[config.mk]
export PLATFORM = sky130hd
export DESIGN_NAME = qrp_div
export DESIGN_NICKNAME = d
export VERILOG_FILES = /design/src/rtl/qrp_pkg.sv /design/src/rtl/qrp_div.sv
export SDC_FILE = /design/constraint.sdc
export NUM_CORES = 1
export LEC_CHECK = 0
export ABC_AREA = 1
export BUFFER_PORTS_ARGS = -buffer_cell sky130_fd_sc_hd__buf_2
export CORE_MARGIN = 2
export CORE_UTILIZATION = 55
export DETAILED_ROUTE_END_ITERATION = 7
export PLACE_DENSITY = 0.85
export SKIP_LAST_GASP = 1
export SYNTH_ARGS = -nofsm -noshare
export SYNTH_HDL_FRONTEND = slang
export SYNTH_SLANG_ARGS = --single-unit
[constraint.sdc]
create_clock -name clk_i -period 2.1 [get_ports clk_i]
set_input_delay 0.525 -clock clk_i [delete_from_list [all_inputs] [get_ports clk_i]]
set_output_delay 0.525 -clock clk_i [all_outputs]
set_load 0.05 [all_outputs]
[src/rtl/qrp_pkg.sv]
// ----------------------------------------------------------------------------
// qrp_pkg
// Widths, codes, types and limits of the quad projection block.
// ----------------------------------------------------------------------------
package qrp_pkg;

  localparam int COORD_W    = 16;  // projected screen coordinate
  localparam int VTX_W      = 16;
  localparam int CORNER_W   = 2;
  localparam int RECT_XW    = 16;
  localparam int RECT_W     = 17;
  localparam int TRIG_W     = 16;
  localparam int VIEW_W     = 16;
  localparam int HALF_W     = 12;
  localparam int CFG_IDX_W  = 3;
  localparam int CFG_DATA_W = 16;
  localparam int PROD_W     = 2 * TRIG_W;
  localparam int ROT_W      = 19;  // rotated y, z
  localparam int DZ_W       = 20;  // z' + view
  localparam int VC_W       = 36;  // view * coord
  localparam int NUM_W      = 43;  // view * coord * 100
  localparam int DVD_W      = 33;  // |num| / 256
  localparam int DVS_W      = DZ_W;
  localparam int SUM_W      = 35;  // half + signed quotient
  localparam int DCNT_W     = 6;
  localparam int FIFO_DEPTH = 2;
  localparam int NCORNERS   = 3;

  localparam logic [CFG_IDX_W-1:0] CFG_COS  = 3'd0;
  localparam logic [CFG_IDX_W-1:0] CFG_SIN  = 3'd1;
  localparam logic [CFG_IDX_W-1:0] CFG_VIEW = 3'd2;
  localparam logic [CFG_IDX_W-1:0] CFG_HW   = 3'd3;
  localparam logic [CFG_IDX_W-1:0] CFG_HH   = 3'd4;

  localparam logic [CORNER_W-1:0] CORNER_D = 2'd3;

  localparam logic signed [COORD_W-1:0] COORD_HI = {1'b0, {(COORD_W-1){1'b1}}};
  localparam logic signed [COORD_W-1:0] COORD_LO = {1'b1, {(COORD_W-1){1'b0}}};

  typedef enum logic [2:0] {
    BST_IDLE,
    BST_ROT,
    BST_SUM,
    BST_MUL,
    BST_SCALE,
    BST_DIV,
    BST_PROJ,
    BST_DONE
  } back_st_e;

  typedef struct packed {
    logic signed [VTX_W-1:0] vertex_x;
    logic signed [VTX_W-1:0] vertex_y;
    logic signed [VTX_W-1:0] vertex_z;
    logic [CORNER_W-1:0]     corner;
  } vtx_item_t;

  typedef struct packed {
    logic             start;
    logic [DVD_W-1:0] dividend;
    logic [DVS_W-1:0] divisor;
  } div_req_t;

  typedef struct packed {
    logic             done;
    logic [DVD_W-1:0] quot;
  } div_rsp_t;

endpackage

[src/rtl/qrp_div.sv]
// ----------------------------------------------------------------------------
// qrp_div
// Restoring unsigned divider, one quotient bit per cycle.
// ----------------------------------------------------------------------------
module qrp_div (
  input  logic              clk_i,
  input  logic              rst_ni,
  input  qrp_pkg::div_req_t req_i,
  output qrp_pkg::div_rsp_t rsp_o
);
  import qrp_pkg::*;

  logic [DVD_W-1:0]  dvd_q;   // dividend shifts out, quotient shifts in
  logic [DVS_W-1:0]  dvs_q;
  logic [DVS_W-1:0]  rem_q;
  logic [DCNT_W-1:0] cnt_q;
  logic              busy_q, done_q;
  logic [DVS_W:0]    rem_sh;
  logic [DVS_W+1:0]  diff;
  logic              ge;

  assign rem_sh = {rem_q, dvd_q[DVD_W-1]};
  assign diff   = {1'b0, rem_sh} - {2'b00, dvs_q};
  assign ge     = !diff[DVS_W+1];

  assign rsp_o.done = done_q;
  assign rsp_o.quot = dvd_q;

  always_ff @(posedge clk_i) begin
    if (req_i.start) begin
      dvd_q <= req_i.dividend;
      dvs_q <= req_i.divisor;
      rem_q <= '0;
    end else if (busy_q) begin
      dvd_q <= {dvd_q[DVD_W-2:0], ge};
      rem_q <= ge ? diff[DVS_W-1:0] : rem_sh[DVS_W-1:0];
    end
  end

  always_ff @(posedge clk_i or negedge rst_ni) begin
    if (!rst_ni) begin
      busy_q <= 1'b0;
      done_q <= 1'b0;
      cnt_q  <= '0;
    end else begin
      done_q <= 1'b0;
      if (req_i.start) begin
        busy_q <= 1'b1;
        cnt_q  <= DCNT_W'(DVD_W);
      end else if (busy_q) begin
        cnt_q <= cnt_q - 1'b1;
        if (cnt_q == DCNT_W'(1)) begin
          busy_q <= 1'b0;
          done_q <= 1'b1;
        end
      end
    end
  end

endmodule

# ---- Word-level counts from Yosys, hierarchy flattened
# Index checks and enable logic that the tools add are counted.
dict set report classes {
  reduce_logical 2
  mux 11
  eq_ne 1
  add_sub_neg 2
}
# op n
set ops {}
lappend ops {{33-bit 2-to-1 mux} 2}
lappend ops {{21-bit by 20-bit subtractor with 22-bit output} 1}
lappend ops {{20-bit 2-to-1 mux} 1}
lappend ops {{6-bit 2-to-1 mux} 2}
lappend ops {{6-bit by 1-bit equality test with 1-bit output (second input constant)} 1}
lappend ops {{1-bit 2-to-1 mux} 6}
lappend ops {{6-bit by 1-bit subtractor with 6-bit output (second input constant)} 1}
lappend ops {{2-bit nonzero test} 1}
lappend ops {{1-bit zero test} 1}
dict set report totals {
  input_bits 56
  wordCells 22
  output_inout_bits 34
  register_bits 81
}

# ---- Depth between registers and ports, before layout
# Gate-level depths: netlist of run 1.
dict set report depth {
  word_depth 4
  ltp_mapped 15
  ltp_nobuf 14
}

# ---- Worst setup path before layout of run 1
# Ideal clock, no wire load.
dict set report synth_timing {
  path_type {reg2reg}
  start {register dvd_q[32]}
  end {register rem_q[16]}
  arrival_time_ps 2056
  stages_incl_launch_ff 14
  required_ps 1988
  setup_ps 112
  synth_period_minus_slack_ps 2168
  path_slack_ps -68
  n_path_buf 0
  cell_sequence {edfxtp_1 > inv_1 > ha_1 > fa_1 > inv_1 > nand3_1 > nand3_1 > nand2_1 > nand3_1 > nand2_1 > nand3_1 > nand3_1 > nand2_1 > nand2_1}
}
dict set report synth_via {
  elab_chain_len 2
}
# element line
set synth_lines {}
lappend synth_lines {{from (decl)} qrp_div.sv:13} ;# logic [DVD_W-1:0] dvd_q;
lappend synth_lines {{from (signal assigned)} qrp_div.sv:31} ;# dvd_q <= req_i.dividend;
lappend synth_lines {{from (signal assigned)} qrp_div.sv:35} ;# dvd_q <= {dvd_q[DVD_W-2:0], ge};
lappend synth_lines {{21-bit by 20-bit subtractor with 22-bit output} qrp_div.sv:23} ;# assign diff = {1'b0, rem_sh} - {2'b00, dvs_q};
lappend synth_lines {{20-bit 2-to-1 mux} qrp_div.sv:36} ;# rem_q <= ge ? diff[DVS_W-1:0] : rem_sh[DVS_W-1:0];
lappend synth_lines {{to (signal assigned)} qrp_div.sv:36}
lappend synth_lines {{to (decl)} qrp_div.sv:15} ;# logic [DVS_W-1:0] rem_q;
# No other way between the ends.
# A chain may end at the register's enable or synchronous reset.

# ---- Worst setup path in the final report of run 1
dict set report layout_timing {
  start {register dvs_q[12]}
  end {register dvd_q[0] (data pin)}
}
dict set report layout_via {
  elab_chain_len 4
}
# element line
set layout_lines {}
lappend layout_lines {{from (decl)} qrp_div.sv:14} ;# logic [DVS_W-1:0] dvs_q;
lappend layout_lines {{from (signal assigned)} qrp_div.sv:32} ;# dvs_q <= req_i.divisor;
lappend layout_lines {{21-bit by 20-bit subtractor with 22-bit output} qrp_div.sv:23}
lappend layout_lines {{1-bit zero test} qrp_div.sv:24} ;# assign ge = !diff[DVS_W+1];
lappend layout_lines {{33-bit 2-to-1 mux} qrp_div.sv:34} ;# end else if (busy_q) begin
lappend layout_lines {{33-bit 2-to-1 mux} qrp_div.sv:30} ;# if (req_i.start) begin
# No other way between the ends. The select of a mux whose other input is x is not followed.

==> impl_metrics.toml, run 1 <==
[clocking]
clockBufferDepth = 2
cts_root_buffer = "clkbuf_8"
cts.sinks = 81
cts_buffers = 9
clk_pin_slew_ns = 0.09
clk_latency_ns = 0.36
htreeDepth = 3
cts_tree = "done"

[detailed_routing]
antenna_left = 0
wl_per_cell_um = 13.4
initialDrtViolationCount = 290
drc = 0
drt-pass1-iter-count = 5
wirelength_um = 11400
viasPerCell = 5.23
vias = 4465

[critical_path]
cp.required_ns = 2.22
setup.worst_path.start = "dvs_q[12]"
r2r_start = "dvs_q[12]"
path_class = "reg -> reg"
end_kind = "flop"
crit_arrival_ns = 2.19
worstRegToRegCells = 11
cp-start-kind = "flop"
cp_max_fo = 11

[final_layout]
finalInstanceArea_um2 = 5670
finalNonFillerCells = 853
layout-area-overhead-vs-synth_pct = 17.8
postLayoutCoreUtil = 0.660
nets = 819
drive_above_1_share = 0.187
nFillCells = 715
diodes = 0

[pwr]
p_leak_nw = 3.07
switching_share = 0.432
clockPowerShare = 0.177
seqPwrFrac = 0.355
p_total_mw = 6.20
power_switching_mw = 2.68
internal_power_mw = 3.52
p_comb_frac = 0.468
p_per_area_nw_per_um2 = 1090
ir_drop_v = 0.000561

[placement]
place_area_um2 = 5390
gp_routability_congestion = 1.02
dp_slack_ns = 0.132
dp_hpwl_um = 8180
io_buffers = 89
placedCellCount = 834

[floorplan]
die_w_um = 97.6
row_count = 34
dieArea_um2 = 9520
die_h_um = 97.6
initial_core_util = 0.560
coreArea_um2 = 8590
pin_count = 90

[min_path]
worstHoldStart = "req_i[16]"
hp-class = "in -> reg"
holdPathStages = 1

[timing]
hold_violations = 0
min_period_over_period = 0.987
fmax_mhz = 482
fin_ws_ns = 0.0265
fin_hold_ws_ns = 0.335
period_needed_ns = 2.07
finalSetupViolCount = 0
clock_skew_ns = 0.0107
slew_viol_final = 0
slew_headroom = 0.729
rsz0062_at_grt = "true"
max_slew.worst_pin.slew_ns = 0.405
tns_ns = 0

[logic_synthesis]
yosysMostFrequentCell = "nand2_1"
synth_top_family_by_area = "simple AND/OR/NAND/NOR gates"
yosysTopAreaCell = "edfxtp_1"
synth-warning-count = 0
synth_compound_area_frac = 0.0320
syn_nets = 725
ys_types = 31
ys_ff_latch = 81
synthTopCellsByCount = "nand2_1 (261), inv_1 (112), edfxtp_1 (53)"
synth_mux_area_frac = 0
ys_seq_area_frac = 0.455
synth-simple-area-share = 0.325
synthArstFlopShare = 0.0988
synth_edf_count = 53
synth_xor_area_frac = 0.0127
syn_area_per_cell_um2 = 7.45
synth_area_um2 = 4820
synth-main-ff-cell = "edfxtp_1"
synthAdderAreaFrac = 0.0613
synthCells = 646
synth_top_area_share = 0.330
yosys-top-cells-area = "edfxtp_1 (33%), nand2_1 (20%), inv_1 (8.7%)"

[global_route]
grt_pass1_vias = 4437
grt_pass1_wl_um = 19200
gr-total-overflow = 0
grt_util_all_layers = 0.246
grt_antenna_before_repair = 0
grt_max_degree = 41

[status]
outcome = "finished clean"

[run]
cap_viol_max_count = 0
[power groups by stage]
stage,Clock [mW],Sequential [mW],Combinational (mW)
detailed placement,0,2.22,2.72
global route,1.16,2.23,3.24
floorplan,0,2.53,1.77
global placement,0,2.21,2.65
finish,1.10,2.20,2.90
CTS,1.12,2.19,2.74
[cells by family (layout without fill, tap and decap cells)]
| family | after synthesis | in the layout |
|---|---|---|
| simple gates | 374 | 374 |
| buf+inv | 132 | 231 |
| flops | 81 | 81 |
| compound gates | 29 | 29 |
| fa+ha+maj | 23 | 23 |
| xor+xnor | 7 | 7 |
[layout by cell type, fill, tap and decap left out, types with 2 or more instances in the layout]
cell type,synthesis,layout
nand3_1,49,47
buf_4,6,7
buf_2,2,89
nand4_1,21,21
nor3_1,6,6
nor2_2,3,3
nand2_2,3,6
nor2_1,26,26
nand2_1,261,258
inv_1,112,112
ha_1,22,18
edfxtp_1,53,53
xnor2_1,6,6
dfxtp_1,20,20
nand3_2,2,3
a21oi_1,13,13
dfrtp_1,8,8
inv_6,0,2
ha_2,0,3
clkbuf_8,0,10
o21ai_0,12,11
clkinvlp_4,0,2
o21ai_1,1,2
buf_12,0,4
[final cells by class]
cell class,count,area [um^2],share of cell area
clock buffers,10,138,0.0243
clock inverters,6,48.8,0.00860
inverters,112,420,0.0741
multi-input cells,433,2120,0.375
flip-flops and latches,81,2190,0.386
well taps,108,135,0.0238
repair buffers,103,614,0.108
[worst max-delay path, cell delays in order, from the launching register on]
cell and delay, ns:
edfxtp_1 0.34, inv_1 0.04, ha_1 0.36, nand2_2 0.12
inv_1 0.07, a21oi_1 0.25, nand2_1 0.15, nand2_2 0.13
nand3_4 0.11, buf_12 0.16, nand2_1 0.05, nand2_1 0.04
[worst paths after layout]
kind | slack, ns | endpoint
worst max-delay path | 0.03 | dvd_q[0]
worst min-delay path | 0.34 | dvs_q[16]
worst max register to register | 0.03 | dvd_q[0]
worst min register to register | 0.48 | rem_q[11]
max in group asynchronous | 1.38 | busy_q
min in group asynchronous | 0.54 | cnt_q[1]
[metal layers]
| metal | vias to the layer above | GRT usage | part of all wire |
|---|---|---|---|
| met4 | 0 | 0.110 | 0.032 |
| met5 | - | 0 | 0 |
| met1 | 2022 | 0.302 | 0.42 |
| met2 | 189 | 0.418 | 0.47 |
| li1 | 2217 | - | - |
| met3 | 37 | 0.0532 | 0.079 |
[sequential cells by signal, indices dropped and copies added, names as in the netlist]
| name | flops |
|---|---|
| busy_q | 1 |
| cnt_q | 6 |
| done_q | 1 |
| dvd_q | 33 |
| dvs_q | 20 |
| rem_q | 20 |
[repair_timing]
action                                  CTS  global route
hold endpoints to repair                  8             0
resized for setup                         0            15
endpoints found under the setup margin    0            17
hold buffers                              1             0
setup buffers                             0             2
Note: power is estimated with default switching activity, not from simulation.
==> run 2, diff against run 1 <==
--- a/config.mk
+++ b/config.mk
@@ -11,6 +11,7 @@
 export CORE_UTILIZATION = 55
 export DETAILED_ROUTE_END_ITERATION = 7
 export PLACE_DENSITY = 0.85
+export SETUP_SLACK_MARGIN = 0.02
 export SKIP_LAST_GASP = 1
 export SYNTH_ARGS = -nofsm -noshare
 export SYNTH_HDL_FRONTEND = slang
==> constraint.sdc (replaced) <==
create_clock -name clk_i -period 2.1 [get_ports clk_i]
set_input_delay 0.525 -clock clk_i [delete_from_list [all_inputs] [get_ports clk_i]]
set_output_delay 0.525 -clock clk_i [all_outputs]
set_load 0.02 [all_outputs]
==> run 2 against run 1 <==
  * Utilization rose by 0.41 points
  * Sequential power barely moved
  * Clock power rose by 17%
  * Setup slack improved by 0.14 ns
==> impl_metrics.toml, run 2 (synthesis gave the netlist of run 1 again) <==
[critical_path]
path_class = "reg -> reg"
worstRegToRegCells = 12
reg2reg_slack_ns = 0.17
cp-start-kind = "flop"
cp.required_ns = 2.34
cp_max_fo = 12
crit_arrival_ns = 2.18
end_kind = "flop"

[timing]
period_needed_ns = 1.93
min_period_over_period = 0.920
fin_hold_ws_ns = 0.336
clock_skew_ns = 0.0125
max_slew.worst_pin.slew_ns = 0.315
fmax_mhz = 518
hold_violations = 0
rsz0062_at_grt = "true"
slew_headroom = 0.789
slew_viol_final = 0
tns_ns = 0
finalSetupViolCount = 0

[floorplan]
pin_count = 90
initial_core_util = 0.560
die_w_um = 97.6
dieArea_um2 = 9520
die_h_um = 97.6
coreArea_um2 = 8590
row_count = 34

[final_layout]
nets = 823
postLayoutCoreUtil = 0.664
diodes = 0
layout-area-overhead-vs-synth_pct = 18.5
final_common_cell = "nand2_1"
reg_top3 = "dvd_q: 33 flops, dvs_q: 20 flops, rem_q: 20 flops"
drive_above_1_share = 0.191
regMostFlops = "dvd_q"
final_cell_mix = "nand2_1 (259), inv_1 (111), buf_2 (89), edfxtp_1 (53), nand3_1 (48)"
largest_reg_flops = 33

[run]
cap_viol_max_count = 0

[pwr]
ir_drop_v = 0.000637
p_leak_nw = 3.09
p_per_area_nw_per_um2 = 1070

[detailed_routing]
antenna_left = 0
viasPerCell = 5.10
wirelength_um = 11300
initialDrtViolationCount = 236
wl_per_cell_um = 13.2
vias = 4372
drc = 0
drt-pass1-iter-count = 5

[global_route]
gr-total-overflow = 0
grt_pass1_vias = 4337
grt_antenna_before_repair = 0
grt_max_degree = 34
grt_util_all_layers = 0.250
grt_pass1_wl_um = 19400

[min_path]
hp-class = "in -> reg"
holdPathStages = 1

[clocking]
postCtsSetupRepairBufs = 0
clockBufferDepth = 2
cts_tree = "done"
cts_root_buffer = "clkbuf_8"
clk_latency_ns = 0.36
htreeDepth = 3
cts_buffers = 9
cts.sinks = 81
clk_pin_slew_ns = 0.09

[placement]
io_buffers = 89
dp_hpwl_um = 8560
gp_routability_congestion = 0.960

[status]
outcome = "finished clean"
-- run 2: cell count changes in the layout (fill, tap and decap cells not counted), sizes merged --
cell | previous run | this run
buf | 102 | 106
inv | 115 | 112
bufinv | 0 | 2
clkinv | 1 | 2
-- run 2: power breakdown --
group	switching, mW	internal [mW]	total (mW)
logic	1.63	0.983	2.61
clock network	0.588	0.706	1.29
registers	0.187	2.01	2.20
total	2.40	3.70	6.10
-- run 2: timing repair --
action,4_1_cts,5_1_grt
endpoints found under the hold margin,8,0
hold buffers,1,0
gates resized for setup,0,11
endpoints found under the setup margin,0,21
-- run 2: path summary, 6_finish.rpt --
kind,startpoint,endpoint
setup / recovery,dvs_q[10],rem_q[9]
min in group asynchronous,rst_ni,cnt_q[2]
hold reg to reg,rem_q[14],rem_q[14]
hold / removal,req_i[17],dvs_q[17]
setup reg to reg,dvs_q[10],rem_q[9]
max in group asynchronous,rst_ni,busy_q
-- run 2: final cells by class --
cell class	count	area, um^2
Tap cell	108	135
Sequential cell	81	2190
Clock inverter	6	90.1
Clock buffer	10	138
Multi-Input combinational cell	433	2120
Fill cell	757	2890
Timing Repair Buffer	107	607
Inverter	112	424
-- run 2: metrics by stage --
step | setup WS (ns) | area (um^2) | cells | power, mW
after global routing | 0.00601 | 5710 | 857 | 6.59
final | 0.169 | 5710 | 857 | 6.10
after floorplan | 0.159 | 4820 | 646 | 4.08
after detailed placement | 0.113 | 5420 | 840 | 4.74
after CTS | 0.0948 | 5650 | 857 | 6.05
after global placement | 0.179 | 5420 | 840 | 4.65
-- run 2: critical path, stage by stage (launching register included) --
cell,delay [ns]
edfxtp_1,0.33
inv_1,0.05
ha_1,0.36
nand2_1,0.16
nor2_2,0.14
nand2_2,0.07
nor2_2,0.11
nand2_2,0.09
nand3_2,0.11
buf_6,0.16
o21ai_0,0.10
nand3_1,0.08
nand2_1,0.05
-- run 2: per-layer routing --
| layer | global-route usage | vias to the layer above | wire length [um] | share of wire |
|---|---|---|---|---|
| li1 | - | 2224 | - | - |
| met5 | 0 | - | 0 | 0 |
| met3 | 0.0583 | 27 | 836 | 0.074 |
| met1 | 0.321 | 1947 | 4970 | 0.44 |
| met2 | 0.408 | 174 | 5210 | 0.46 |
| met4 | 0.101 | 0 | 301 | 0.027 |
