===== src/rtl/qrp_pkg.sv =====
// ----------------------------------------------------------------------------
// qrp_pkg
// Widths, codes, types and limits of the quad projection block.
// ----------------------------------------------------------------------------
package qrp_pkg;

  localparam int COORD_W    = 16;  // projected screen coordinate
  localparam int VTX_W      = 16;
  localparam int CORNER_W   = 2;
  localparam int RECT_XW    = 16;
  localparam int RECT_W     = 17;
  localparam int TRIG_W     = 16;
  localparam int VIEW_W     = 16;
  localparam int HALF_W     = 12;
  localparam int CFG_IDX_W  = 3;
  localparam int CFG_DATA_W = 16;
  localparam int PROD_W     = 2 * TRIG_W;
  localparam int ROT_W      = 19;  // rotated y, z
  localparam int DZ_W       = 20;  // z' + view
  localparam int VC_W       = 36;  // view * coord
  localparam int NUM_W      = 43;  // view * coord * 100
  localparam int DVD_W      = 33;  // |num| / 256
  localparam int DVS_W      = DZ_W;
  localparam int SUM_W      = 35;  // half + signed quotient
  localparam int DCNT_W     = 6;
  localparam int FIFO_DEPTH = 2;
  localparam int NCORNERS   = 3;

  localparam logic [CFG_IDX_W-1:0] CFG_COS  = 3'd0;
  localparam logic [CFG_IDX_W-1:0] CFG_SIN  = 3'd1;
  localparam logic [CFG_IDX_W-1:0] CFG_VIEW = 3'd2;
  localparam logic [CFG_IDX_W-1:0] CFG_HW   = 3'd3;
  localparam logic [CFG_IDX_W-1:0] CFG_HH   = 3'd4;

  localparam logic [CORNER_W-1:0] CORNER_D = 2'd3;

  localparam logic signed [COORD_W-1:0] COORD_HI = {1'b0, {(COORD_W-1){1'b1}}};
  localparam logic signed [COORD_W-1:0] COORD_LO = {1'b1, {(COORD_W-1){1'b0}}};

  typedef enum logic [2:0] {
    BST_IDLE,
    BST_ROT,
    BST_SUM,
    BST_MUL,
    BST_SCALE,
    BST_DIV,
    BST_PROJ,
    BST_DONE
  } back_st_e;

  typedef struct packed {
    logic signed [VTX_W-1:0] vertex_x;
    logic signed [VTX_W-1:0] vertex_y;
    logic signed [VTX_W-1:0] vertex_z;
    logic [CORNER_W-1:0]     corner;
  } vtx_item_t;

  typedef struct packed {
    logic             start;
    logic [DVD_W-1:0] dividend;
    logic [DVS_W-1:0] divisor;
  } div_req_t;

  typedef struct packed {
    logic             done;
    logic [DVD_W-1:0] quot;
  } div_rsp_t;

endpackage


===== src/rtl/qrp_if.sv =====


interface qrp_rect_if;
  import qrp_pkg::*;
  logic                      valid;
  logic                      ready;
  logic signed [RECT_XW-1:0] rect_x;
  logic signed [RECT_XW-1:0] rect_y;
  logic signed [RECT_W-1:0]  rect_w;
  logic signed [RECT_W-1:0]  rect_h;
  logic                      divide_fault;

  modport source(output valid, rect_x, rect_y, rect_w, rect_h, divide_fault,
                 input ready);
  modport sink(input valid, rect_x, rect_y, rect_w, rect_h, divide_fault,
               output ready);
endinterface


===== src/rtl/qrp_back.sv =====
// ----------------------------------------------------------------------------
// qrp_back
// Rotates and projects one vertex, keeps corners, emits the rectangle.
// ----------------------------------------------------------------------------
module qrp_back (
  input  logic                             clk_i,
  input  logic                             rst_ni,
  input  qrp_pkg::vtx_item_t               item_i,
  input  logic                             item_valid_i,
  output logic                             item_pop_o,
  input  logic                             cfg_we_i,
  input  logic [qrp_pkg::CFG_IDX_W-1:0]    cfg_idx_i,
  input  logic [qrp_pkg::CFG_DATA_W-1:0]   cfg_data_i,
  output qrp_pkg::div_req_t                div_req_o,
  input  qrp_pkg::div_rsp_t                div_rsp_i,
  qrp_rect_if.source                       rect
);
  import qrp_pkg::*;

  function automatic logic signed [COORD_W-1:0] sat_coord(
    input logic signed [SUM_W-1:0] v);
    logic signed [SUM_W-1:0] hi, lo;
    hi = $signed({{(SUM_W-COORD_W+1){1'b0}}, {(COORD_W-1){1'b1}}});
    lo = ~hi;
    if (v > hi) return COORD_HI;
    if (v < lo) return COORD_LO;
    return v[COORD_W-1:0];
  endfunction

  back_st_e st_q, st_d;

  // configuration
  logic signed [TRIG_W-1:0] cos_q, sin_q;
  logic [VIEW_W-1:0]        view_q;
  logic [HALF_W-1:0]        hw_q, hh_q;

  // current vertex
  logic signed [VTX_W-1:0]  x_q, y_q, z_q;
  logic [CORNER_W-1:0]      corner_q;
  logic signed [PROD_W-1:0] p_cy_q, p_sz_q, p_sy_q, p_cz_q;
  logic signed [ROT_W-1:0]  yr_q;
  logic signed [DZ_W-1:0]   dz_q;
  logic signed [VC_W-1:0]   vc_q;
  logic                     num_neg_q, num_zero_q;
  logic                     sel_q;       // 0: x, 1: y
  logic                     cur_fault_q;
  logic signed [COORD_W-1:0] px_q, py_q;

  // corners A, B, C
  logic signed [COORD_W-1:0] cx_q [NCORNERS];
  logic signed [COORD_W-1:0] cy_q [NCORNERS];
  logic                      cf_q [NCORNERS];

  // output register
  logic                      rect_valid_q;
  logic signed [RECT_XW-1:0] rx_q, ry_q;
  logic signed [RECT_W-1:0]  rw_q, rh_q;
  logic                      rf_q;

  logic start, load_rect, store_corner, dz_zero;
  logic [PROD_W:0]           ydiff, zsum;
  logic signed [ROT_W-1:0]   coord;
  logic signed [NUM_W-1:0]   vcx, num, mag;
  logic [DVS_W-1:0]          dz_mag;
  logic [HALF_W-1:0]         half;
  logic signed [SUM_W-1:0]   h_ext, q_mag, q_s, psum;
  logic signed [COORD_W-1:0] proj;
  logic signed [COORD_W-1:0] rx, ry, mx, my;
  logic signed [COORD_W:0]   rw_full, rh_full;

  assign dz_zero = (dz_q == '0);

  // rotation sums, floor by 2^14 is a plain bit select
  assign ydiff = {p_cy_q[PROD_W-1], p_cy_q} - {p_sz_q[PROD_W-1], p_sz_q};
  assign zsum  = {p_sy_q[PROD_W-1], p_sy_q} + {p_cz_q[PROD_W-1], p_cz_q};

  assign coord = sel_q ? yr_q : {{(ROT_W-VTX_W){x_q[VTX_W-1]}}, x_q};

  // times 100 = 64 + 32 + 4
  assign vcx = {{(NUM_W-VC_W){vc_q[VC_W-1]}}, vc_q};
  assign num = (vcx <<< 6) + (vcx <<< 5) + (vcx <<< 2);
  assign mag = num[NUM_W-1] ? -num : num;
  assign dz_mag = dz_q[DZ_W-1] ? DVS_W'(-dz_q) : DVS_W'(dz_q);

  assign div_req_o.start    = start;
  assign div_req_o.dividend = mag[DVD_W+7:8];
  assign div_req_o.divisor  = dz_mag;

  // projection result
  assign half  = sel_q ? hh_q : hw_q;
  assign h_ext = $signed({{(SUM_W-HALF_W){1'b0}}, half});
  assign q_mag = $signed({{(SUM_W-DVD_W){1'b0}}, div_rsp_i.quot});
  assign q_s   = (num_neg_q ^ dz_q[DZ_W-1]) ? -q_mag : q_mag;
  assign psum  = h_ext + q_s;

  always_comb begin
    if (!dz_zero)        proj = sat_coord(psum);
    else if (num_zero_q) proj = sat_coord(h_ext);
    else if (num_neg_q)  proj = COORD_LO;
    else                 proj = COORD_HI;
  end

  // rectangle from stored A, B, C and current D
  assign rx = (cx_q[0] < cx_q[1]) ? cx_q[0] : cx_q[1];
  assign ry = (cy_q[0] < py_q) ? cy_q[0] : py_q;
  assign mx = (cx_q[2] > cx_q[1]) ? cx_q[2] : cx_q[1];
  assign my = (cy_q[2] > py_q) ? cy_q[2] : py_q;
  assign rw_full = {mx[COORD_W-1], mx} - {rx[COORD_W-1], rx};
  assign rh_full = {my[COORD_W-1], my} - {ry[COORD_W-1], ry};

  always_comb begin
    st_d         = st_q;
    item_pop_o   = 1'b0;
    start        = 1'b0;
    load_rect    = 1'b0;
    store_corner = 1'b0;
    case (st_q)
      BST_IDLE: begin
        if (item_valid_i) begin
          item_pop_o = 1'b1;
          st_d       = BST_ROT;
        end
      end
      BST_ROT:  st_d = BST_SUM;
      BST_SUM:  st_d = BST_MUL;
      BST_MUL:  st_d = BST_SCALE;
      BST_SCALE: begin
        if (dz_zero) begin
          st_d = BST_PROJ;
        end else begin
          start = 1'b1;
          st_d  = BST_DIV;
        end
      end
      BST_DIV: begin
        if (div_rsp_i.done) st_d = BST_PROJ;
      end
      BST_PROJ: st_d = sel_q ? BST_DONE : BST_MUL;
      BST_DONE: begin
        if (corner_q != CORNER_D) begin
          store_corner = 1'b1;
          st_d         = BST_IDLE;
        end else if (!rect_valid_q || rect.ready) begin
          load_rect = 1'b1;
          st_d      = BST_IDLE;
        end
      end
      default: st_d = BST_IDLE;
    endcase
  end

  // datapath
  always_ff @(posedge clk_i) begin
    if (item_pop_o) begin
      x_q      <= item_i.vertex_x;
      y_q      <= item_i.vertex_y;
      z_q      <= item_i.vertex_z;
      corner_q <= item_i.corner;
    end
    if (st_q == BST_ROT) begin
      p_cy_q <= cos_q * y_q;
      p_sz_q <= sin_q * z_q;
      p_sy_q <= sin_q * y_q;
      p_cz_q <= cos_q * z_q;
    end
    if (st_q == BST_SUM) begin
      yr_q <= $signed(ydiff[PROD_W:14]);
      dz_q <= $signed({zsum[PROD_W], zsum[PROD_W:14]}) + $signed({4'b0000, view_q});
    end
    if (st_q == BST_MUL) begin
      vc_q <= $signed({1'b0, view_q}) * coord;
    end
    if (st_q == BST_SCALE) begin
      num_neg_q  <= vc_q[VC_W-1];
      num_zero_q <= (vc_q == '0);
    end
    if (st_q == BST_PROJ) begin
      if (sel_q) py_q <= proj;
      else       px_q <= proj;
    end
    if (load_rect) begin
      rx_q <= RECT_XW'(rx);
      ry_q <= RECT_XW'(ry);
      rw_q <= RECT_W'(rw_full);
      rh_q <= RECT_W'(rh_full);
      rf_q <= cf_q[0] | cf_q[1] | cf_q[2] | cur_fault_q;
    end
  end

  // control, configuration and corner store
  always_ff @(posedge clk_i or negedge rst_ni) begin
    if (!rst_ni) begin
      st_q         <= BST_IDLE;
      sel_q        <= 1'b0;
      cur_fault_q  <= 1'b0;
      rect_valid_q <= 1'b0;
      cos_q        <= 16'sd16384;
      sin_q        <= '0;
      view_q       <= 16'd256;
      hw_q         <= 12'd320;
      hh_q         <= 12'd240;
      for (int i = 0; i < NCORNERS; i++) begin
        cx_q[i] <= '0;
        cy_q[i] <= '0;
        cf_q[i] <= 1'b0;
      end
    end else begin
      st_q <= st_d;
      if (item_pop_o) begin
        sel_q       <= 1'b0;
        cur_fault_q <= 1'b0;
      end else if (st_q == BST_PROJ) begin
        sel_q <= 1'b1;
        if (dz_zero) cur_fault_q <= 1'b1;
      end
      if (store_corner) begin
        cx_q[corner_q] <= px_q;
        cy_q[corner_q] <= py_q;
        cf_q[corner_q] <= cur_fault_q;
      end
      if (load_rect)        rect_valid_q <= 1'b1;
      else if (rect.ready)  rect_valid_q <= 1'b0;
      if (cfg_we_i) begin
        case (cfg_idx_i)
          CFG_COS:  cos_q  <= cfg_data_i;
          CFG_SIN:  sin_q  <= cfg_data_i;
          CFG_VIEW: view_q <= cfg_data_i;
          CFG_HW:   hw_q   <= cfg_data_i[HALF_W-1:0];
          CFG_HH:   hh_q   <= cfg_data_i[HALF_W-1:0];
          default: ;
        endcase
      end
    end
  end

  assign rect.valid        = rect_valid_q;
  assign rect.rect_x       = rx_q;
  assign rect.rect_y       = ry_q;
  assign rect.rect_w       = rw_q;
  assign rect.rect_h       = rh_q;
  assign rect.divide_fault = rf_q;

endmodule


===== src/flat_wrapper.sv =====
// flat-port wrapper written by rule: the top's interface ports become plain ports
module qrp_back_flat import qrp_pkg::*;
  (clk_i, rst_ni, item_i, item_valid_i, item_pop_o, cfg_we_i, cfg_idx_i, cfg_data_i, div_req_o, div_rsp_i, rect_valid, rect_rect_x, rect_rect_y, rect_rect_w, rect_rect_h, rect_divide_fault, rect_ready);
  qrp_rect_if rect_i ();
  input  logic clk_i;
  input  logic rst_ni;
  input  qrp_pkg::vtx_item_t item_i;
  input  logic item_valid_i;
  output logic item_pop_o;
  input  logic cfg_we_i;
  input  logic [qrp_pkg::CFG_IDX_W-1:0] cfg_idx_i;
  input  logic [qrp_pkg::CFG_DATA_W-1:0] cfg_data_i;
  output qrp_pkg::div_req_t div_req_o;
  input  qrp_pkg::div_rsp_t div_rsp_i;
  output wire logic [$bits(rect_i.valid)-1:0] rect_valid;
  output wire logic [$bits(rect_i.rect_x)-1:0] rect_rect_x;
  output wire logic [$bits(rect_i.rect_y)-1:0] rect_rect_y;
  output wire logic [$bits(rect_i.rect_w)-1:0] rect_rect_w;
  output wire logic [$bits(rect_i.rect_h)-1:0] rect_rect_h;
  output wire logic [$bits(rect_i.divide_fault)-1:0] rect_divide_fault;
  input wire logic [$bits(rect_i.ready)-1:0] rect_ready;
  assign rect_valid = rect_i.valid;
  assign rect_rect_x = rect_i.rect_x;
  assign rect_rect_y = rect_i.rect_y;
  assign rect_rect_w = rect_i.rect_w;
  assign rect_rect_h = rect_i.rect_h;
  assign rect_divide_fault = rect_i.divide_fault;
  assign rect_i.ready = rect_ready;
  qrp_back u_core (.clk_i(clk_i), .rst_ni(rst_ni), .item_i(item_i), .item_valid_i(item_valid_i), .item_pop_o(item_pop_o), .cfg_we_i(cfg_we_i), .cfg_idx_i(cfg_idx_i), .cfg_data_i(cfg_data_i), .div_req_o(div_req_o), .div_rsp_i(div_rsp_i), .rect(rect_i));
endmodule

===== config.mk =====
export PLATFORM = sky130hd
export DESIGN_NAME = qrp_back_flat
export DESIGN_NICKNAME = d
export VERILOG_FILES = /design/src/rtl/qrp_pkg.sv /design/src/rtl/qrp_if.sv /design/src/rtl/qrp_back.sv /design/src/flat_wrapper.sv
export SDC_FILE = /design/constraint.sdc
export NUM_CORES = 2
export LEC_CHECK = 0
export ABC_AREA = 1
export BUFFER_PORTS_ARGS = -buffer_cell sky130_fd_sc_hd__buf_2
export CORE_UTILIZATION = 45
export CTS_CLUSTER_SIZE = 25
export DETAILED_ROUTE_END_ITERATION = 10
export GPL_ROUTABILITY_DRIVEN = 0
export GPL_TIMING_DRIVEN = 0
export PLACE_DENSITY = 0.71
export SYNTH_ARGS = -nofsm -noshare
export SYNTH_HDL_FRONTEND = slang
export SYNTH_SLANG_ARGS = --single-unit
export TNS_END_PERCENT = 10

===== constraint.sdc =====
create_clock -name clk_i -period 19.1 [get_ports clk_i]
set_input_delay 1.91 -clock clk_i [delete_from_list [all_inputs] [get_ports clk_i]]
set_output_delay 1.91 -clock clk_i [all_outputs]
set_load 0.02 [all_outputs]

* Yosys cells after proc, flatten, opt, wreduce, memory -nomap -nowiden
Index checks and enable logic that the tools add are counted.
Storage, ports and cells: register bits 531, latch bits 0, memory bits (writable) 0, memory bits (read-only) 0, input bits 108, output and inout bits 123, word-level logic and storage cells 166, memories 0
Cells by class: add/subtract/negate cells 11, multiply operators 5, divide/modulo/power cells 0, order comparisons 10, eq/ne operators 15, shift operators 0, mux-type cells 62, bitwise operators 6, reduce and logical (&&, ||, !) cells 19
Operators by type and width (number):
- 16-bit two-way mux | 16
- 16-bit by 16-bit multiplier with 32-bit output | 4
- 48-bit bitwise mux | 2
- 42-bit by 41-bit adder with 43-bit output | 1
- 43-bit by 38-bit adder with 43-bit output | 1
- 41-bit two-way mux | 1
- 41-bit negator | 1
- 36-bit logical NOT | 1
- 17-bit by 19-bit multiplier with 36-bit output | 1
- 13-bit by 35-bit adder with 35-bit output | 1
- 35-bit by 16-bit > comparator with 1-bit output, second input constant | 1
- 35-bit by 16-bit less-than comparator with 1-bit output, second input constant | 1
- 35-bit two-way mux | 1
- 33-bit negator with 35-bit output | 1
- 16-bit by 16-bit subtractor with 17-bit output | 2
- 32-bit by 32-bit adder with 33-bit output | 1
- 32-bit by 32-bit subtractor with 33-bit output | 1
- 16-bit demux with 2-bit select | 1
- 16-bit > comparator | 2
- 16-bit less-than comparator | 2
- 1-bit two-way mux | 29
- 3-bit one-hot mux with 8 select lines | 1
- 19-bit by 17-bit adder with 20-bit output | 1
- 20-bit logical NOT | 1
- 28 further kinds | 54

* Logic depth before layout (Yosys ltp)
depth after elaboration 12, depth in mapped cells 32, depth with buffers taken out 30

* Worst setup path after synthesis
Ideal clock, no wire load.
path kind register -> register, start point register u_core.st_q[2], end point register u_core.p_cy_q[0], enable pin, setup time 772 ps, arrival time 9118 ps, required time 18328 ps, slack 9210 ps, cell stages (with the launch flop) 2, buffers on the path 0, period minus slack after synthesis 9890 ps, cells stage by stage dfrtp_1 nor3_1
On the way: cells in the longest elaborated chain, start to end 1
Ends and longest elaborated chain:
- from (decl) | line qrp_back.sv:30 | back_st_e st_q, st_d;
- from (signal assigned) | line qrp_back.sv:208 | st_q <= st_d;
- 3-bit by 1-bit equality test with 1-bit output | line qrp_back.sv:160 | if (st_q == BST_ROT) begin
- to (signal assigned) | line qrp_back.sv:161 | p_cy_q <= cos_q * y_q;
- to (decl) | line qrp_back.sv:40 | logic signed [PROD_W-1:0] p_cy_q, p_sz_q, p_sy_q, p_cz_q;
Every way passes these cells. A chain may end at the register's enable or synchronous reset.

* Worst setup path in the final report
start point register u_core.cos_q[5], end point register u_core.p_cz_q[25] (data pin)
On the way: cells in the longest elaborated chain, start to end 1
Ends and longest elaborated chain:
- from (decl) | line qrp_back.sv:33 | logic signed [TRIG_W-1:0] cos_q, sin_q;
- from (signal assigned) | line qrp_back.sv:225 | CFG_COS: cos_q <= cfg_data_i;
- 16-bit by 16-bit multiplier with 32-bit output | line qrp_back.sv:164 | p_cz_q <= cos_q * z_q;
- to (signal assigned) | line qrp_back.sv:164
- to (decl) | line qrp_back.sv:40
Every way passes these cells.

==> impl_metrics.yaml <==
floorplan:
  io_pins: 231
  die_w_microns: 432
  dieArea_sq_um: 187000
  initial_core_util_pct: 45.4
  core_sq_um: 183000
  rows: 157
  die_y_microns: 432
synth:
  synth_adder_area_share_pct: 43.4
  synthXorXnorAreaFrac_pct: 3.90
  synth_top_area_share_pct: 33.5
  synth_mux_area_share_pct: 0
  ys.flop_type: "edfxtp_1"
  yosysMostFrequentCell: "inv_1"
  synth_area_sq_um: 83300
  ys_warn_count: 0
  synth_compound_area_share_pct: 6.22
  syn_inst: 10100
  synth_area_per_cell_sq_um: 8.27
  synthTopCellsByArea: "fa_1 (34%), edfxtp_1 (13%), inv_1 (12%), nand2_1 (10%), ha_1 (9.9%)"
  synth-seq-cells: 515
  yosys.area_share.simple_pct: 15.3
  synth_top_family_by_area: "adder cells"
  synthesis.nets: 12200
  synth-edff-count: 354
  yosysTopAreaCell: "fa_1"
  async_flop_share_pct: 31.3
  synthTopCellsByCount: "inv_1 (2600), nand2_1 (2258), fa_1 (1394), ha_1 (658), nor2_1 (581)"
  ys_seq_area_share_pct: 17.6
  synth.distinct_cells: 53
layout:
  final_nets: 12500
  area_delta_synth_final_pct: 8.11
  stdcell_area_sq_um: 90000
  regArea_sq_um: 14700
  fin_util_pct: 49.1
  fillerInstances: 17400
  drive_gt1_share_pct: 4.57
  multiInputGateArea_sq_um: 57300
sta:
  skew_ns: 0.0390
  period_share_pct: 45.1
  hold_viol: 0
  maxSlewViolCount: 0
  layout_min_cycle_time_ns: 8.61
  fmax_mhz: 116
  relSlewSlack_pct: 2.35
  rsz0062_at_grt: "no"
  setup_tns_ns: 0
  tightest_slew_ns: 1.46
  setup_viol: 0
setup_path:
  r2r_setup_slack_ns: 10.49
  crit_required_ns: 19.54
  end_kind: "flip-flop"
  r2r-start: "u_core.cos_q[5]$_DFFE_PN0P_"
  path_class: "reg -> reg"
  reg2reg_to: "u_core.p_cz_q[25]$_DFFE_PP_"
  critPathMaxFanout: 10
  worst_setup_path_start_kind: "flip-flop"
  r2r_cells: 24
  cp_data_arrival_time_ns: 9.05
detailed_routing:
  postRouteAntennaNets: 0
  first_pass_iters: 9
  drc_errors: 0
  routed_wl_mm: 251
  viasPerCell: 5.32
  routedWlPerCell_microns: 19.4
  drt_iter0_markers: 6794
  vias: 68600
cts:
  cts_sinks: 515
  cts-root-buf: "clkbuf_16"
  cts.reportedPaths.clkPinSlew_ns: 0.07
  clock_latency_ns: 0.72
  ctsLongestPathBuffers: 3
  post_cts_resize_count: 0
  cts_tree: "yes"
  holdBufCountCts: 0
  post-cts-setup-buffers: 0
  cts_made_buffers: 60
  h-tree-depth: 2
worst_hold_path:
  hold_start: "u_core.hh_q[11]$_DFFE_PN0P_"
  hold_class: "reg -> reg"
  min_to: "u_core.hh_q[11]$_DFFE_PN0P_"
  hold_depth: 2
grt:
  grt_start_max_net_pins: 97
  track_usage_pct: 26.9
  antenna_found_initial: 19
  overflow: 0
  grt_pass1_wl_mm: 385
  first_global_vias: 69600
run:
  maxCapViolCount: 0
outcome:
  status: "complete, no violations"
place:
  portBuffers: 230
  dpl_cell_area_sq_um: 87800
  hpwlAfterDp_mm: 207
## per-stage QoR
stage | hold slack [ns] | setup slack, ns | std cells
after floorplan | 0.453 | 9.21 | 10100
after global placement | 0.466 | 5.45 | 12800
after detailed placement | 0.473 | 10.73 | 12800
after CTS | 0.490 | 10.67 | 12900
after global routing | 0.511 | 10.22 | 12900
final | 0.488 | 10.49 | 12900
## logic make-up (layout without fill, tap and decap cells)
| kind of cell | Yosys count | count (layout) |
|---|---|---|
| and+or+nand+nor | 3204 | 3204 |
| buffers and inverters | 2969 | 3329 |
| adders and majority gates | 2052 | 2052 |
| AOI/OAI and AO/OA | 955 | 955 |
| DFF | 515 | 515 |
| xor gates and xnor gates | 370 | 370 |
| other | 0 | 15 |
## sequential cells by signal (all words and copies together) (netlist names), 17 cells and up
signal / count
u_core.cx_q: 48
u_core.vc_q: 36
u_core.cy_q: 32
u_core.p_cy_q: 32
u_core.p_cz_q: 32
u_core.p_sy_q: 32
u_core.p_sz_q: 32
u_core.dz_q: 20
u_core.yr_q: 19
u_core.rect.rect_h: 17
u_core.rect.rect_w: 17
## worst max-delay path by stage
stage | cells after the start | to | slack, ns | startpoint
2_1_floorplan | 1 | u_core.p_cy_q[0]$_DFFE_PP_ | 9.21 | u_core.st_q[2]$_DFFE_PN0P_
3_3_place_gp | 1 | u_core.p_cy_q[30]$_DFFE_PP_ | 5.45 | u_core.st_q[2]$_DFFE_PN0P_
3_5_place_dp | 30 | u_core.vc_q[30]$_DFFE_PN_ | 10.73 | u_core.sel_q$_DFFE_PN0P_
4_1_cts | 30 | u_core.vc_q[30]$_DFFE_PN_ | 10.67 | u_core.sel_q$_DFFE_PN0P_
5_1_grt | 30 | u_core.vc_q[30]$_DFFE_PN_ | 10.22 | u_core.sel_q$_DFFE_PN0P_
6_report | 24 | u_core.p_cz_q[25]$_DFFE_PP_ | 10.49 | u_core.cos_q[5]$_DFFE_PN0P_
## critical path, stage by stage (launching register included)
cell	delay, ns
dfrtp_1	0.32
clkbuf_1	0.57
clkbuf_1	1.13
nand2_1	0.13
inv_1	0.13
fa_1	0.45
fa_1	0.49
ha_1	0.21
fa_1	0.48
inv_1	0.05
fa_1	0.48
fa_1	0.49
inv_1	0.04
ha_1	0.33
nand2_1	0.09
inv_1	0.04
a21oi_1	0.25
o21ai_1	0.18
a21boi_0	0.89
o21ai_1	0.33
a21oi_1	0.32
o21ai_1	0.17
a21boi_0	0.46
o21ai_1	0.13
xor2_1	0.19
## cells in the final DEF (no fill, tap or decap), types with 49 or more instances in the layout
cell type  Yosys  final
nor2_1       581    577
ha_1         658    658
o21ai_0      391    390
edfxtp_1     354    354
dfrtp_1      153    153
xor2_1       227    227
nand3_1      177    177
nand2_1     2258   2258
a21oi_1      394    394
nand4_1       56     56
buf_2          2    231
nor3_1        50     49
fa_1        1394   1394
clkbuf_16      0     61
clkbuf_1     300    302
xnor2_1      142    142
inv_1       2600   2600
## final cells by class
type	instances	area share (%)
multi-input cells	6581	63.7
flip-flops and latches	515	16.3
inverters	2612	10.9
well taps	2464	3.42
clock buffers	69	1.80
plain buffers	357	1.69
repair buffers	246	1.56
clock inverters	45	0.645
diodes	15	0.0417
## layer usage
metal  vias up  track usage (%)  share of wire (%)
met5         -             1.59               0.19
met4        14             17.2                8.1
met3       946             8.40                 12
met2      3819             41.8                 44
met1     33300             32.2                 36
li1      30500                -                  -
Power is left out: the tool's default activity adds up to more than one toggle a clock period on the data nets, which glitch-free logic cannot reach.
